### src/rtl/jsv_pkg.sv
// Package for the JSON syntax validator: scan modes, character classes, literal table.
// No dependencies.
package jsv_pkg;

	localparam int unsigned MaxDepthDefault = 64;

	typedef enum logic [4:0] {
		M_VALUE    = 5'd0,
		M_ARR_ELEM = 5'd1,
		M_OBJ_KEY  = 5'd2,
		M_KEY_STR  = 5'd3,
		M_KEY_ESC  = 5'd4,
		M_COLON    = 5'd5,
		M_STR      = 5'd6,
		M_STR_ESC  = 5'd7,
		M_LIT_T    = 5'd8,
		M_LIT_F    = 5'd9,
		M_LIT_N    = 5'd10,
		M_LIT_END  = 5'd11,
		M_N_MINUS  = 5'd12,
		M_N_ZERO   = 5'd13,
		M_N_INT    = 5'd14,
		M_N_DOT    = 5'd15,
		M_N_FRAC   = 5'd16,
		M_N_E      = 5'd17,
		M_N_ESIGN  = 5'd18,
		M_N_EXP    = 5'd19,
		M_AFTER    = 5'd20
	} mode_t;

	typedef enum logic [1:0] {
		VERDICT_SCAN   = 2'd0,
		VERDICT_ACCEPT = 2'd1,
		VERDICT_REJECT = 2'd2
	} verdict_t;

	// classified byte handed from front to back
	typedef struct packed {
		logic [7:0] ch;
		logic       last;
		logic       ws;
		logic       digit;
		logic       word;
	} cls_t;

	localparam int unsigned QueueDepth = 4;
	localparam int unsigned QueuePtrW  = 2;

	// expected byte of literal word w at position p (from 1); 0 at position 0 and past its end
	function automatic logic [7:0] lit_char(input logic [1:0] w, input logic [2:0] p);
		logic [7:0] r;
		r = 8'h00;
		unique case (w)
			2'd0: begin
				unique case (p)
					3'd1: r = 8'h72;
					3'd2: r = 8'h75;
					3'd3: r = 8'h65;
					default: r = 8'h00;
				endcase
			end
			2'd1: begin
				unique case (p)
					3'd1: r = 8'h61;
					3'd2: r = 8'h6C;
					3'd3: r = 8'h73;
					3'd4: r = 8'h65;
					default: r = 8'h00;
				endcase
			end
			2'd2: begin
				unique case (p)
					3'd1: r = 8'h75;
					3'd2: r = 8'h6C;
					3'd3: r = 8'h6C;
					default: r = 8'h00;
				endcase
			end
			default: r = 8'h00;
		endcase
		return r;
	endfunction

	function automatic logic [2:0] lit_len(input logic [1:0] w);
		return (w == 2'd1) ? 3'd5 : 3'd4;
	endfunction

endpackage

### src/rtl/jsv_front.sv
// Front end: accepts input bytes, classifies them, pushes them into a short queue.
// Depends on jsv_pkg.
module jsv_front (
	input  logic              clk,
	input  logic              arst_n,
	input  logic              in_valid,
	output logic              in_ready,
	input  logic [7:0]        in_ch,
	input  logic              in_last,
	input  logic              pop,
	output logic              q_valid,
	output jsv_pkg::cls_t     q_data
);
	localparam int unsigned CntW = jsv_pkg::QueuePtrW + 1;

	jsv_pkg::cls_t             mem_q [jsv_pkg::QueueDepth];
	logic [jsv_pkg::QueuePtrW-1:0] wr_q, rd_q;
	logic [CntW-1:0]           cnt_q;
	jsv_pkg::cls_t             cls;
	logic                      push;

	always_comb begin
		cls.ch    = in_ch;
		cls.last  = in_last;
		cls.ws    = (in_ch == 8'h20) || (in_ch == 8'h09) || (in_ch == 8'h0A) || (in_ch == 8'h0D);
		cls.digit = (in_ch >= 8'h30) && (in_ch <= 8'h39);
		cls.word  = cls.digit || ((in_ch >= 8'h61) && (in_ch <= 8'h7A))
			|| ((in_ch >= 8'h41) && (in_ch <= 8'h5A)) || (in_ch == 8'h5F);
	end

	assign in_ready = (cnt_q != CntW'(jsv_pkg::QueueDepth));
	assign push     = in_valid && in_ready;
	assign q_valid  = (cnt_q != '0);
	assign q_data   = mem_q[rd_q];

	always_ff @(posedge clk) begin
		if (push) begin
			mem_q[wr_q] <= cls;
		end
	end

	always_ff @(posedge clk or negedge arst_n) begin
		if (!arst_n) begin
			wr_q  <= '0;
			rd_q  <= '0;
			cnt_q <= '0;
		end else begin
			if (push) wr_q <= wr_q + 1'b1;
			if (pop) rd_q <= rd_q + 1'b1;
			cnt_q <= cnt_q + CntW'(push) - CntW'(pop);
		end
	end

	a_no_overflow: assert property (@(posedge clk) disable iff (!arst_n)
		(cnt_q == CntW'(jsv_pkg::QueueDepth)) |-> !push)
		else $error("queue overflow");
	a_no_underflow: assert property (@(posedge clk) disable iff (!arst_n)
		pop |-> q_valid)
		else $error("queue underflow");
	a_count_range: assert property (@(posedge clk) disable iff (!arst_n)
		cnt_q <= CntW'(jsv_pkg::QueueDepth))
		else $error("queue count out of range");
endmodule

### src/rtl/jsv_back.sv
// Back end: grammar state machine, level stack, counters and output register.
// Depends on jsv_pkg.
module jsv_back #(
	parameter int unsigned MAX_DEPTH = jsv_pkg::MaxDepthDefault
) (
	input  logic              clk,
	input  logic              arst_n,
	input  logic              q_valid,
	input  jsv_pkg::cls_t     q_data,
	output logic              pop,
	output logic              out_valid,
	input  logic              out_ready,
	output logic [1:0]        out_verdict,
	output logic              out_final,
	output logic [31:0]       out_fail_pos
);
	localparam int unsigned LvlW = $clog2(MAX_DEPTH + 1);
	localparam int unsigned IdxW = (MAX_DEPTH > 1) ? $clog2(MAX_DEPTH) : 1;

	jsv_pkg::mode_t  mode_q, mode_d;
	logic            stack_q [MAX_DEPTH];
	logic            top_q;
	logic [LvlW-1:0] lvl_q, lvl_d, lvl_nx;
	logic            comma_q, comma_d;
	logic [2:0]      lit_q, lit_d;
	logic [31:0]     cnt_q;
	logic            err_q;
	logic [31:0]     eidx_q;
	logic            fail;
	logic            push_en, push_obj;
	logic            stk_wr;
	logic            top_obj;
	logic [7:0]      c;
	logic            ws, dig, e_ch;
	logic            ov_valid_q;
	logic            take;

	assign take = q_valid && (!ov_valid_q || out_ready);
	assign pop  = take;

	assign c    = q_data.ch;
	assign ws   = q_data.ws;
	assign dig  = q_data.digit;
	assign e_ch = (c == 8'h65) || (c == 8'h45);
	// kind of the innermost open level, kept registered
	assign top_obj = top_q;

	always_comb begin
		logic [1:0] w;
		logic       bv, av, cont;
		mode_d   = mode_q;
		lvl_d    = lvl_q;
		comma_d  = comma_q;
		lit_d    = lit_q;
		fail     = 1'b0;
		push_en  = 1'b0;
		push_obj = (c == 8'h7B);
		bv       = 1'b0;
		av       = 1'b0;
		cont     = 1'b0;
		w        = 2'(mode_q - jsv_pkg::M_LIT_T);
		unique case (mode_q)
			jsv_pkg::M_VALUE: bv = !ws;
			jsv_pkg::M_ARR_ELEM: begin
				if (!ws) begin
					if (c == 8'h5D) begin
						if (comma_q) fail = 1'b1;
						else begin
							lvl_d  = lvl_q - 1'b1;
							mode_d = jsv_pkg::M_AFTER;
						end
					end else begin
						comma_d = 1'b0;
						bv      = 1'b1;
					end
				end
			end
			jsv_pkg::M_OBJ_KEY: begin
				if (!ws) begin
					if (c == 8'h7D) begin
						if (comma_q) fail = 1'b1;
						else begin
							lvl_d  = lvl_q - 1'b1;
							mode_d = jsv_pkg::M_AFTER;
						end
					end else if (c == 8'h22) begin
						comma_d = 1'b0;
						mode_d  = jsv_pkg::M_KEY_STR;
					end else fail = 1'b1;
				end
			end
			jsv_pkg::M_KEY_STR: begin
				if (c == 8'h5C) mode_d = jsv_pkg::M_KEY_ESC;
				else if (c == 8'h22) mode_d = jsv_pkg::M_COLON;
			end
			jsv_pkg::M_KEY_ESC: mode_d = jsv_pkg::M_KEY_STR;
			jsv_pkg::M_COLON: begin
				if (!ws) begin
					if (c == 8'h3A) mode_d = jsv_pkg::M_VALUE;
					else fail = 1'b1;
				end
			end
			jsv_pkg::M_STR: begin
				if (c == 8'h5C) mode_d = jsv_pkg::M_STR_ESC;
				else if (c == 8'h22) mode_d = jsv_pkg::M_AFTER;
			end
			jsv_pkg::M_STR_ESC: mode_d = jsv_pkg::M_STR;
			jsv_pkg::M_LIT_T, jsv_pkg::M_LIT_F, jsv_pkg::M_LIT_N: begin
				if (lit_q >= jsv_pkg::lit_len(w) || c != jsv_pkg::lit_char(w, lit_q)) begin
					fail = 1'b1;
				end else if (lit_q + 3'd1 == jsv_pkg::lit_len(w)) begin
					mode_d = jsv_pkg::M_LIT_END;
					lit_d  = 3'd0;
				end else lit_d = lit_q + 3'd1;
			end
			jsv_pkg::M_LIT_END: begin
				if (q_data.word) fail = 1'b1;
				else av = 1'b1;
			end
			jsv_pkg::M_AFTER: av = 1'b1;
			jsv_pkg::M_N_MINUS: begin
				if (c == 8'h30) mode_d = jsv_pkg::M_N_ZERO;
				else if (dig) mode_d = jsv_pkg::M_N_INT;
				else fail = 1'b1;
			end
			jsv_pkg::M_N_ZERO, jsv_pkg::M_N_INT: begin
				if (mode_q == jsv_pkg::M_N_INT && dig) cont = 1'b1;
				else if (c == 8'h2E) mode_d = jsv_pkg::M_N_DOT;
				else if (e_ch) mode_d = jsv_pkg::M_N_E;
				else av = 1'b1;
			end
			jsv_pkg::M_N_DOT: begin
				if (dig) mode_d = jsv_pkg::M_N_FRAC;
				else fail = 1'b1;
			end
			jsv_pkg::M_N_FRAC: begin
				if (dig) cont = 1'b1;
				else if (e_ch) mode_d = jsv_pkg::M_N_E;
				else av = 1'b1;
			end
			jsv_pkg::M_N_E: begin
				if (c == 8'h2B || c == 8'h2D) mode_d = jsv_pkg::M_N_ESIGN;
				else if (dig) mode_d = jsv_pkg::M_N_EXP;
				else fail = 1'b1;
			end
			jsv_pkg::M_N_ESIGN: begin
				if (dig) mode_d = jsv_pkg::M_N_EXP;
				else fail = 1'b1;
			end
			jsv_pkg::M_N_EXP: begin
				if (dig) cont = 1'b1;
				else av = 1'b1;
			end
			default: fail = 1'b1;
		endcase
		if (bv) begin
			if (lvl_q >= LvlW'(MAX_DEPTH)) fail = 1'b1;
			else if (c == 8'h7B || c == 8'h5B) begin
				push_en = 1'b1;
				lvl_d   = lvl_q + 1'b1;
				comma_d = 1'b0;
				mode_d  = (c == 8'h7B) ? jsv_pkg::M_OBJ_KEY : jsv_pkg::M_ARR_ELEM;
			end else if (c == 8'h22) mode_d = jsv_pkg::M_STR;
			else if (c == 8'h74) begin mode_d = jsv_pkg::M_LIT_T; lit_d = 3'd1; end
			else if (c == 8'h66) begin mode_d = jsv_pkg::M_LIT_F; lit_d = 3'd1; end
			else if (c == 8'h6E) begin mode_d = jsv_pkg::M_LIT_N; lit_d = 3'd1; end
			else if (c == 8'h2D) mode_d = jsv_pkg::M_N_MINUS;
			else if (c == 8'h30) mode_d = jsv_pkg::M_N_ZERO;
			else if (dig) mode_d = jsv_pkg::M_N_INT;
			else fail = 1'b1;
		end
		if (av) begin
			mode_d = jsv_pkg::M_AFTER;
			if (!ws) begin
				if (lvl_q == '0) fail = 1'b1;
				else if (c == 8'h2C) begin
					comma_d = 1'b1;
					mode_d  = top_obj ? jsv_pkg::M_OBJ_KEY : jsv_pkg::M_ARR_ELEM;
				end else if (c == (top_obj ? 8'h7D : 8'h5D)) begin
					lvl_d = lvl_q - 1'b1;
				end else fail = 1'b1;
			end
		end
		if (!cont && fail) begin
			mode_d = mode_q;
		end
		if (q_data.last && !fail) begin
			if (lvl_d != '0) fail = 1'b1;
			else if (!(mode_d == jsv_pkg::M_AFTER || mode_d == jsv_pkg::M_LIT_END
				|| mode_d == jsv_pkg::M_N_ZERO || mode_d == jsv_pkg::M_N_INT
				|| mode_d == jsv_pkg::M_N_FRAC || mode_d == jsv_pkg::M_N_EXP)) fail = 1'b1;
		end
		// level count after this byte, and whether a level is pushed
		stk_wr = !err_q && push_en && !fail;
		if (q_data.last) lvl_nx = '0;
		else if (err_q || fail) lvl_nx = lvl_q;
		else lvl_nx = lvl_d;
	end

	// stack write plus registered read of the new top level
	always_ff @(posedge clk) begin
		if (take) begin
			if (stk_wr) begin
				stack_q[lvl_q[IdxW-1:0]] <= push_obj;
				top_q <= push_obj;
			end else if (lvl_nx != '0) begin
				top_q <= stack_q[IdxW'(lvl_nx - 1'b1)];
			end
		end
	end

	always_ff @(posedge clk or negedge arst_n) begin
		if (!arst_n) begin
			mode_q       <= jsv_pkg::M_VALUE;
			lvl_q        <= '0;
			comma_q      <= 1'b0;
			lit_q        <= 3'd0;
			cnt_q        <= '0;
			err_q        <= 1'b0;
			eidx_q       <= '0;
			ov_valid_q   <= 1'b0;
			out_final    <= 1'b0;
			out_verdict  <= jsv_pkg::VERDICT_SCAN;
			out_fail_pos <= '0;
		end else begin
			ov_valid_q <= take || (ov_valid_q && !out_ready);
			if (take) begin
				logic        e_now;
				logic [31:0] ei;
				e_now = err_q || fail;
				ei    = err_q ? eidx_q : cnt_q;
				out_final    <= q_data.last;
				out_verdict  <= e_now ? jsv_pkg::VERDICT_REJECT :
					(q_data.last ? jsv_pkg::VERDICT_ACCEPT : jsv_pkg::VERDICT_SCAN);
				out_fail_pos <= e_now ? ei : 32'd0;
				if (q_data.last) begin
					mode_q  <= jsv_pkg::M_VALUE;
					lvl_q   <= '0;
					comma_q <= 1'b0;
					lit_q   <= 3'd0;
					cnt_q   <= '0;
					err_q   <= 1'b0;
					eidx_q  <= '0;
				end else begin
					if (cnt_q != 32'hFFFF_FFFF) cnt_q <= cnt_q + 32'd1;
					if (!err_q) begin
						if (fail) begin
							err_q  <= 1'b1;
							eidx_q <= cnt_q;
						end else begin
							mode_q  <= mode_d;
							lvl_q   <= lvl_d;
							comma_q <= comma_d;
							lit_q   <= lit_d;
						end
					end
				end
			end
		end
	end

	assign out_valid = ov_valid_q;

	a_depth_bound: assert property (@(posedge clk) disable iff (!arst_n)
		lvl_q <= LvlW'(MAX_DEPTH))
		else $error("open level count exceeds depth");
	a_err_freeze: assert property (@(posedge clk) disable iff (!arst_n)
		(err_q && !(take && q_data.last)) |=> (err_q && $stable(eidx_q)))
		else $error("sticky error lost");
	a_hold_out: assert property (@(posedge clk) disable iff (!arst_n)
		(out_valid && !out_ready) |=> (out_valid && $stable(out_fail_pos)))
		else $error("result changed while stalled");
endmodule

### src/rtl/json_syntax_validator.sv
// Top level of the JSON syntax validator: byte stream in, per-byte verdict out.
// Depends on jsv_pkg, jsv_front, jsv_back.
//
//  channel  dir  tdata                                    tlast          tuser
//  s_axis   in   [7:0] text_byte                          last_byte      -
//  m_axis   out  [1:0] verdict, [33:2] fail_position      verdict_final  -
//
// One byte per clock sustained while m_axis_tready stays high; each result takes
// a queue write, then a grammar step into the output register.
// The front classifies bytes into a four-entry queue; the back runs the grammar
// and owns the level stack, so input keeps flowing while a result waits.
// arst_n clears all control state; the stack needs no clearing since a level is
// read only after it was pushed for the current document.
// A stalled m_axis fills the queue, after which s_axis_tready drops.
module json_syntax_validator #(
	parameter int unsigned MAX_DEPTH = jsv_pkg::MaxDepthDefault
) (
	input  logic        clk,
	input  logic        arst_n,
	input  logic        s_axis_tvalid,
	output logic        s_axis_tready,
	input  logic [7:0]  s_axis_tdata,   // [7:0] text_byte
	input  logic        s_axis_tlast,   // last_byte
	output logic        m_axis_tvalid,
	input  logic        m_axis_tready,
	output logic [39:0] m_axis_tdata,   // [1:0] verdict, [33:2] fail_position, zero pad
	output logic        m_axis_tlast    // verdict_final
);
	logic              q_valid, pop;
	jsv_pkg::cls_t     q_data;
	logic [1:0]        verdict;
	logic [31:0]       fail_position;

	jsv_front u_front (
		.clk      (clk),
		.arst_n   (arst_n),
		.in_valid (s_axis_tvalid),
		.in_ready (s_axis_tready),
		.in_ch    (s_axis_tdata),
		.in_last  (s_axis_tlast),
		.pop      (pop),
		.q_valid  (q_valid),
		.q_data   (q_data)
	);

	jsv_back #(.MAX_DEPTH(MAX_DEPTH)) u_back (
		.clk          (clk),
		.arst_n       (arst_n),
		.q_valid      (q_valid),
		.q_data       (q_data),
		.pop          (pop),
		.out_valid    (m_axis_tvalid),
		.out_ready    (m_axis_tready),
		.out_verdict  (verdict),
		.out_final    (m_axis_tlast),
		.out_fail_pos (fail_position)
	);

	assign m_axis_tdata = {6'd0, fail_position, verdict};
endmodule

### config.mk
export PLATFORM = sky130hd
export DESIGN_NAME = json_syntax_validator
export DESIGN_NICKNAME = d
export VERILOG_FILES = /design/src/rtl/jsv_pkg.sv /design/src/rtl/jsv_front.sv /design/src/rtl/jsv_back.sv /design/src/rtl/json_syntax_validator.sv
export SDC_FILE = /design/constraint.sdc
export NUM_CORES = 1
export LEC_CHECK = 0
export BUFFER_PORTS_ARGS = -buffer_cell sky130_fd_sc_hd__buf_2
export CORE_ASPECT_RATIO = 1.25
export CORE_MARGIN = 5
export CORE_UTILIZATION = 48
export CTS_CLUSTER_DIAMETER = 30
export CTS_CLUSTER_SIZE = 40
export DETAILED_ROUTE_END_ITERATION = 6
export SLEW_MARGIN = 40
export SYNTH_ARGS = -nofsm -noshare
export SYNTH_HDL_FRONTEND = slang
export SYNTH_HIERARCHICAL = 1
export SYNTH_SLANG_ARGS = --single-unit
### constraint.sdc
create_clock -name clk -period 12.5 [get_ports clk]
set_clock_uncertainty 0.2 [all_clocks]
set_input_delay 2.5 -clock clk [delete_from_list [all_inputs] [get_ports clk]]
set_output_delay 2.5 -clock clk [all_outputs]
set_load 0.02 [all_outputs]
==> metrics.md, run 1 <==
| Metric | Value |
|---|---|
| Net switching fraction of the power | 0.3929 |
| Core Region | 0.02740 sq mm |
| Final Routed Wirelength | 33.50 mm |
| Average instance area after synthesis | 10.72 sq um |
| Critical R2R Capture | u_back/top_obj |
| Setup slack on the worst flop-to-flop path | 4.27 ns |
| Worst Path Required | 12.58 ns |
| Routed WL per cell | 20.39 um |
| Vias per inst | 6.040 |
| Final setup TNS | 0 ns |
| Post-route ant nets | 0 |
| Timing-limited maximum frequency | 121.6 MHz |
| Top cells by count, synth | 141 x nor2_1, 124 x dfrtp_1, 113 x edfxtp_1 |
| Clock root buffer | clkbuf_16 |
| Final Hold Violating Endpoints | 0 |
| Power spent charging and discharging nets | 1.480 mW |
| Comb power frac | 0.399 |
| Hold-fix buffers, CTS | 0 |
| Count of endpoints failing setup in the final report | 0 |
| Power per cell area | 246.6 mW/mm^2 |
| Launch instance of the worst min-delay path | u_back/out_fail_pos[9] |
| Port bufs | 49 |
| Critical path's top delay family | compound AO/OA/AOI/OAI gates |
| Number of enable-type register cells in the synthesized netlist | 113 |
| Cell depth of the worst min-delay path | 2 |
| Cell type of the slowest stage on the worst timing path | mux4_2 |
| Global route total overflow | 0 |
| Number of flip-flops and latches in the synthesized netlist | 237 |
| Leak pwr | 6.037 nW |
| Beginning of the worst register-to-register path | u_front/rd_q[0] |
| Number of synthesis warnings | 6 |
| Dpl hpwl | 22.20 mm |
| Slowest stage delay, CP | 0.70 ns |
| Worst-Skew Late Latency | 0.54 ns |
| Full die area | 0.03095 sq mm |
| Fillers | 2,373 |
| Crit path buf inv count | 2 |
| Max Slew Vio Count | 0 |
| Total number of nets in the final design | 1,289 |
| Type of the setup path with the least slack | reg2reg |
| Series of cell instances along the critical path | mux4_2 > or4b_1 > o311ai_4 > a21oi_2 > a2111oi_4 > o311ai_2 > or3_1 > o31a_1 > or3_1 > a31oi_2 > nor2_4 > buf_4 > a31oi_1 > ha_1 > inv_1 > o31a_1 > mux2_4 > a32oi_4 > mux2_2 > a211oi_2 > a22oi_1 > a22o_1 |
| Cell types with the largest area share after synthesis | edfxtp_1 26%, dfrtp_1 23%, mux4_2 4.9% |
| Critical Path Fanout Max | 43 |
| Antenna diode count | 0 |
| Global-route wire length before repair | 54.06 mm |
| Launching element type of the critical path | register |
| Antenna violations before repair | 0 |
| Proportion of power drawn by the clock network | 0.336 |
| Share of total power in sequential cells | 0.265 |
| Status | completed |
| Cells resized by post-CTS repair | 0 |
| I/O pin count | 56 |
| Row cnt | 68 |
| Synthesized instance count | 1,232 |
| Setup fix buffers added after clock tree synthesis | 0 |
| Total global-route track usage | 0.2177 |
| Fraction of layout cells with a size suffix above 1 | 0.1671 |
| Slew of the pin with the lowest slew margin | 0.8165 ns |
| Post-synth design cell area | 0.01321 sq mm |
| Int Pwr | 2.287 mW |
| Final cycle utilization of the critical path | 0.6580 |
| Number of sinks on the clock net | 237 |
| Destination of the worst hold path | u_back/out_fail_pos[9] |
| CTS Buffer Depth | 3 |
| Clock tree from TritonCTS | done |
| Number of remaining DRC errors | 0 |
| Maximum ir drop on the vdd rail | 0.1753 mV |
| Yosys top cell by area | edfxtp_1 |
| Number of buffers created by CTS | 44 |
| Area Overhead vs Synth | 15.67% |
| Most numerous cell in the Yosys netlist | nor2_1 |
| Via count | 9,923 |
| Most used flip-flop cell after synthesis | dfrtp_1 |
| Number of distinct library cells after synthesis | 97 |
| Maxcap violations | 0 |
| RSZ-0062 raised after global routing | false |
| Share of async-settable or async-resettable flops after synthesis | 0.5232 |
| Die H | 195.5 um |
| Gpl congestion | 0.9321 |
| Clock transition at the registers of the reported paths | 0.05 ns |
| Max H-tree Level | 2 |
| Pin count of the biggest net entering global routing | 74 |
| Vias in the first global route | 10,020 |
| Detailed Route Iter0 Violations | 790 |
| Seq/Total Area, Yosys | 0.4919 |
| Fraction of synthesized cell area taken by the top area cell type | 0.2569 |
| Worst rel slew slack | 0.4511 |
| Effective utilization at floorplan | 0.4821 |
| Final critical delay including setup and external delays | 8.226 ns |
| Chip Width | 158.4 um |
| Worst hold-check path type | reg2reg |
| Worst Setup End Kind | register |
| Crit path arrival time | 8.31 ns |
| Number of optimization iterations in the first detailed-route pass | 5 |
| R2R cell count | 22 |
| Post-layout power | 3.768 mW |
-- metrics by stage --
step | worst slack (ns) | cells | hold slack, ns | area (sq um) | utilization
finish | 4.274 | 1643 | 0.2678 | 15280 | 0.5576
global route | 3.856 | 1643 | 0.2915 | 15280 | 0.5576
CTS | 4.023 | 1643 | 0.2753 | 15270 | 0.5575
detailed placement | 4.056 | 1562 | 0.2605 | 13670 | 0.4990
global placement | 4.204 | 1562 | 0.2601 | 13670 | 0.4989
floorplan | 5.421 | 1237 | 0.2727 | 13230 | -
-- how the worst max path moves through the flow --
stage                                from              to  slack [ns]  cells past startpoint
final                     u_front/rd_q[0]  u_back/top_obj        4.27                     22
after floorplan           u_front/rd_q[0]  u_back/top_obj        5.42                     25
after global routing      u_front/rd_q[0]  u_back/top_obj        3.86                     22
after detailed placement  u_front/rd_q[0]  u_back/top_obj        4.06                     20
after CTS                 u_front/rd_q[0]  u_back/top_obj        4.02                     20
after global placement    u_front/rd_q[0]  u_back/top_obj        4.20                     20
-- power groups by stage --
stage                     registers, mW  clock network (mW)  logic, mW
final                             0.998                1.27       1.50
after global routing               1.01                1.33       1.63
after CTS                         0.999                1.29       1.50
after detailed placement           1.01                   0       1.49
after global placement             1.01                   0       1.48
after floorplan                   0.947                   0       1.17
-- worst min-delay path: stages (launching register included) --
cell and delay, ns:
dfrtp_1 0.33, nand2_1 0.05, o31ai_1 0.05
-- registers in the layout, summed over array words and instances, names as in the netlist, 5 cells and up --
| register | cells |
|---|---|
| u_back/cnt_q | 32 |
| u_back/eidx_q | 32 |
| u_back/lvl_q | 7 |
| u_back/mode_q | 5 |
| u_back/out_fail_pos | 32 |
| u_back/stack_q | 64 |
| u_front/mem_q | 48 |
-- layout make-up --
| cell class | instances | area, sq um | area share |
|---|---|---|---|
| sequential | 237 | 6502 | 0.4256 |
| timing repair buffer | 64 | 364.1 | 0.02383 |
| multi-input combinational | 887 | 6279 | 0.4110 |
| tap | 350 | 437.9 | 0.02866 |
| inverter | 24 | 90.09 | 0.005897 |
| clock inverter | 31 | 450.4 | 0.02948 |
| clock buffer | 50 | 1154 | 0.07551 |
-- cells by family after synthesis --
| logic type | count (synthesis) | share of synthesized area |
|---|---|---|
| AO/OA/AOI/OAI | 256 | 0.1470 |
| XOR/XNOR | 45 | 0.03088 |
| adder cells (fa/ha/maj) | 18 | 0.01762 |
| buffers and inverters | 113 | 0.03496 |
| flip-flops | 237 | 0.4919 |
| multiplexers | 79 | 0.08848 |
| other | 1 | 0.0002839 |
| AND/OR/NAND/NOR | 483 | 0.1889 |
-- per-layer routing --
| layer | GRT usage | wire length [um] |
|---|---|---|
| met1 | 0.2871 | 14330 |
| met2 | 0.3615 | 16590 |
| met3 | 0.03503 | 1481 |
| met4 | 0.07965 | 1089 |
| met5 | 0 | 0 |
-- cells in the final DEF, fill, tap and decap left out, drive strengths merged, types with 7 or more instances in the layout --
| cell | n |
|---|---|
| o211ai | 8 |
| xor2 | 26 |
| and3 | 13 |
| clkinv | 13 |
| dfrtp | 124 |
| mux4 | 29 |
| or2 | 7 |
| nand2b | 20 |
| a22o | 41 |
| ha | 17 |
| nand2 | 96 |
| clkbuf | 50 |
| a31oi | 7 |
| and2 | 8 |
| nor4 | 16 |
| o31ai | 38 |
| inv | 27 |
| mux2i | 44 |
| edfxtp | 113 |
| nand3 | 41 |
| xnor2 | 18 |
| nor2 | 143 |
| nand4 | 22 |
| buf | 64 |
| o21ai | 46 |
| a21oi | 37 |
| nor3b | 9 |
| a21o | 12 |
| or3 | 23 |
| nor3 | 36 |
| nor2b | 11 |
| bufinv | 9 |
| o32ai | 7 |
Power figures use the tool's default switching activity.
==> run 2: changes to the inputs <==
clock period = 7.8 ns   (was 12.5 ns; I/O delays follow)
==> metrics.md, run 2 (same netlist as run 1, synthesis figures left out) <==
| Metric | Value |
|---|---|
| Gpl congestion | 0.9321 (unchanged) |
| Count of endpoints failing setup in the final report | 0 (unchanged) |
| Worst rel slew slack | 0.4493 (was 0.4511) |
| Final Hold Violating Endpoints | 0 (unchanged) |
| Total number of nets in the final design | 1,299 (was 1,289) |
| Max H-tree Level | 2 (unchanged) |
| Dpl hpwl | 22.71 mm (was 22.20 mm) |
| Status | completed (unchanged) |
| Number of cells on the critical path | 22 (unchanged) |
| Clock tree from TritonCTS | done (unchanged) |
| Beginning of the worst register-to-register path | u_front/rd_q[0] (unchanged) |
| Worst Path Required | 7.86 ns (was 12.58 ns) |
| Global route total overflow | 0 (unchanged) |
| Slowest stage delay, CP | 0.64 ns (was 0.70 ns) |
| Crit path arrival time | 7.47 ns (was 8.31 ns) |
| Antenna diode count | 0 (unchanged) |
| RSZ-0062 raised after global routing | false (unchanged) |
| I/O pin count | 56 (unchanged) |
| Number of remaining DRC errors | 0 (unchanged) |
| Critical R2R Capture | u_back/top_obj (unchanged) |
| Cell type of the slowest stage on the worst timing path | mux4_2 (unchanged) |
| Antenna violations before repair | 0 (unchanged) |
| Post-route ant nets | 0 (unchanged) |
| Endpoint of the most critical setup path | u_back/top_obj (unchanged) |
| Final cycle utilization of the critical path | 0.9499 (was 0.6580) |
| Critical Path Fanout Max | 11 (was 43) |
| Routed WL per cell | 20.51 um (was 20.39 um) |
| Crit path buf inv count | 2 (unchanged) |
| R2R cell count | 22 (unchanged) |
| Number of buffers created by CTS | 40 (was 44) |
| Core Region | 0.02740 sq mm (unchanged) |
| Pin count of the biggest net entering global routing | 83 (was 74) |
| Worst-Skew Late Latency | 0.52 ns (was 0.54 ns) |
| Vias in the first global route | 9,911 (was 10,020) |
| Die H | 195.5 um (unchanged) |
| Vias per inst | 6.119 (was 6.040) |
| Max Slew Vio Count | 0 (unchanged) |
| Number of sinks on the clock net | 237 (unchanged) |
| Worst hold-check path type | reg2reg (unchanged) |
| Clock transition at the registers of the reported paths | 0.05 ns (about the same) |
| Effective utilization at floorplan | 0.4821 (unchanged) |
| Number of optimization iterations in the first detailed-route pass | 5 (unchanged) |
| Area Overhead vs Synth | 15.08% (was 15.67%) |
| Chip Width | 158.4 um (unchanged) |
| Final critical delay including setup and external delays | 7.409 ns (was 8.226 ns) |
| Launching element type of the critical path | register (unchanged) |
| Full die area | 0.03095 sq mm (unchanged) |
| Final Routed Wirelength | 33.83 mm (was 33.50 mm) |
| Maxcap violations | 0 (unchanged) |
| Setup slack on the worst flop-to-flop path | 0.39 ns (was 4.27 ns) |
| Fraction of layout cells with a size suffix above 1 | 0.1686 (was 0.1671) |
| Most frequent standard cell in the layout excluding fill and tap cells | nor2_1 (unchanged) |
| Type of the setup path with the least slack | reg2reg (unchanged) |
| Worst Setup End Kind | register (unchanged) |
| Clock root buffer | clkbuf_16 (unchanged) |
| Critical path's top delay family | compound AO/OA/AOI/OAI gates (unchanged) |
| Via count | 10,090 (was 9,923) |
| Power per cell area | 385.0 mW/mm^2 (was 246.6 mW/mm^2) |
| Slew of the pin with the lowest slew margin | 0.8197 ns (was 0.8165 ns) |
| Series of cell instances along the critical path | buf_4 > mux4_2 > nand2b_1 > or4_1 > a22o_1 > a2111oi_4 > o311ai_2 > or3_4 > o31a_1 > or3_1 > a31oi_2 > nor2_4 > a31oi_1 > ha_1 > inv_1 > o31a_1 > mux2_4 > a32oi_4 > mux2_2 > a211oi_2 > a22oi_1 > a22o_1 (was mux4_2 > or4b_1 > o311ai_4 > a21oi_2 > a2111oi_4 > o311ai_2 > or3_1 > o31a_1 > or3_1 > a31oi_2 > nor2_4 > buf_4 > a31oi_1 > ha_1 > inv_1 > o31a_1 > mux2_4 > a32oi_4 > mux2_2 > a211oi_2 > a22oi_1 > a22o_1) |
| Top library cells by usage in the layout, fill and taps aside | 140 x nor2_1, 123 x dfrtp_1, 113 x edfxtp_1 (was 140 x nor2_1, 121 x dfrtp_1, 113 x edfxtp_1) |
| Port bufs | 49 (unchanged) |
| Detailed Route Iter0 Violations | 668 (was 790) |
| Total global-route track usage | 0.2188 (was 0.2177) |
| Share of the core filled with cells | 0.5548 (was 0.5576) |
| Timing-limited maximum frequency | 135.0 MHz (was 121.6 MHz) |
| Maximum ir drop on the vdd rail | 0.2783 mV (was 0.1753 mV) |
| Final setup TNS | 0 ns (unchanged) |
| Row cnt | 68 (unchanged) |
| Global-route wire length before repair | 54.30 mm (was 54.06 mm) |
| CTS Buffer Depth | 3 (unchanged) |
| Leak pwr | 6.033 nW (was 6.037 nW) |
| Number of flip-flops in the largest register | 64 (unchanged) |
| Startpoint of the most critical setup path | u_front/rd_q[0] (unchanged) |
[run 2: cell count changes in the layout (fill, tap and decap cells not counted), sizes merged]
cell,change
buf,+13
bufinv,-5
clkbuf,+8
clkinv,-3
clkinvlp,-4
inv,-3
[run 2: layer usage]
| layer | track usage | wire, um | vias up |
|---|---|---|---|
| li1 | - | - | 4694 |
| met1 | 0.2872 | 14220 | 4992 |
| met2 | 0.3658 | 16660 | 321 |
| met3 | 0.03525 | 1771 | 84 |
| met4 | 0.07838 | 1171 | 0 |
| met5 | 0 | 0 | - |
[run 2: layout make-up]
class | count | area [sq um]
tap | 350 | 437.9
fill | 2358 | 12200
sequential | 237 | 6500
clock buffer | 57 | 1207
timing repair buffer | 78 | 471.7
clock inverter | 16 | 205.2
inverter | 24 | 90.09
multi-input combinational | 887 | 6287
[run 2: worst min-delay path by stage]
stage	start	endpoint	slack [ns]	cells after the start
floorplan	u_back/eidx_q[0]	u_back/eidx_q[0]	0.27	1
global placement	u_back/out_fail_pos[12]	u_back/out_fail_pos[12]	0.26	2
detailed placement	u_back/out_fail_pos[30]	u_back/out_fail_pos[30]	0.26	2
CTS	u_back/out_fail_pos[30]	u_back/out_fail_pos[30]	0.27	2
global route	u_back/out_fail_pos[5]	u_back/out_fail_pos[5]	0.30	2
finish	u_back/out_fail_pos[10]	u_back/out_fail_pos[10]	0.27	2
[run 2: per-stage QoR]
stage | total power [mW] | hold slack, ns | cells | cell area (sq um) | worst slack, ns
finish | 5.852 | 0.2676 | 1649 | 15200 | 0.3911
global route | 6.164 | 0.3007 | 1649 | 15200 | 0.07373
CTS | 5.860 | 0.2711 | 1649 | 15190 | 0.3533
detailed placement | 4.032 | 0.2605 | 1576 | 13780 | 0.3839
global placement | 4.023 | 0.2561 | 1576 | 13770 | 0.4974
floorplan | 3.405 | 0.2727 | 1237 | 13230 | 0.7211
[run 2: what timing repair did]
item,4_1_cts,5_1_grt
hold endpoints to repair,0,0
hold buffers,0,0
resized for setup,0,1
setup buffers,0,0
endpoints found under the setup margin,0,1
[run 2: tightest hold or removal path, stage by stage (launching register included)]
cell and delay (ns):
dfrtp_1 0.33, nand2_1 0.05, o31ai_1 0.05
[run 2: power by group]
group          switching (mW)  leakage, nW  total, mW  internal, mW
Clock                   0.593        0.691       1.80          1.21
Sequential              0.164         2.78       1.60          1.44
Combinational            1.56         2.57       2.45         0.889
Total                    2.32         6.03       5.85          3.53
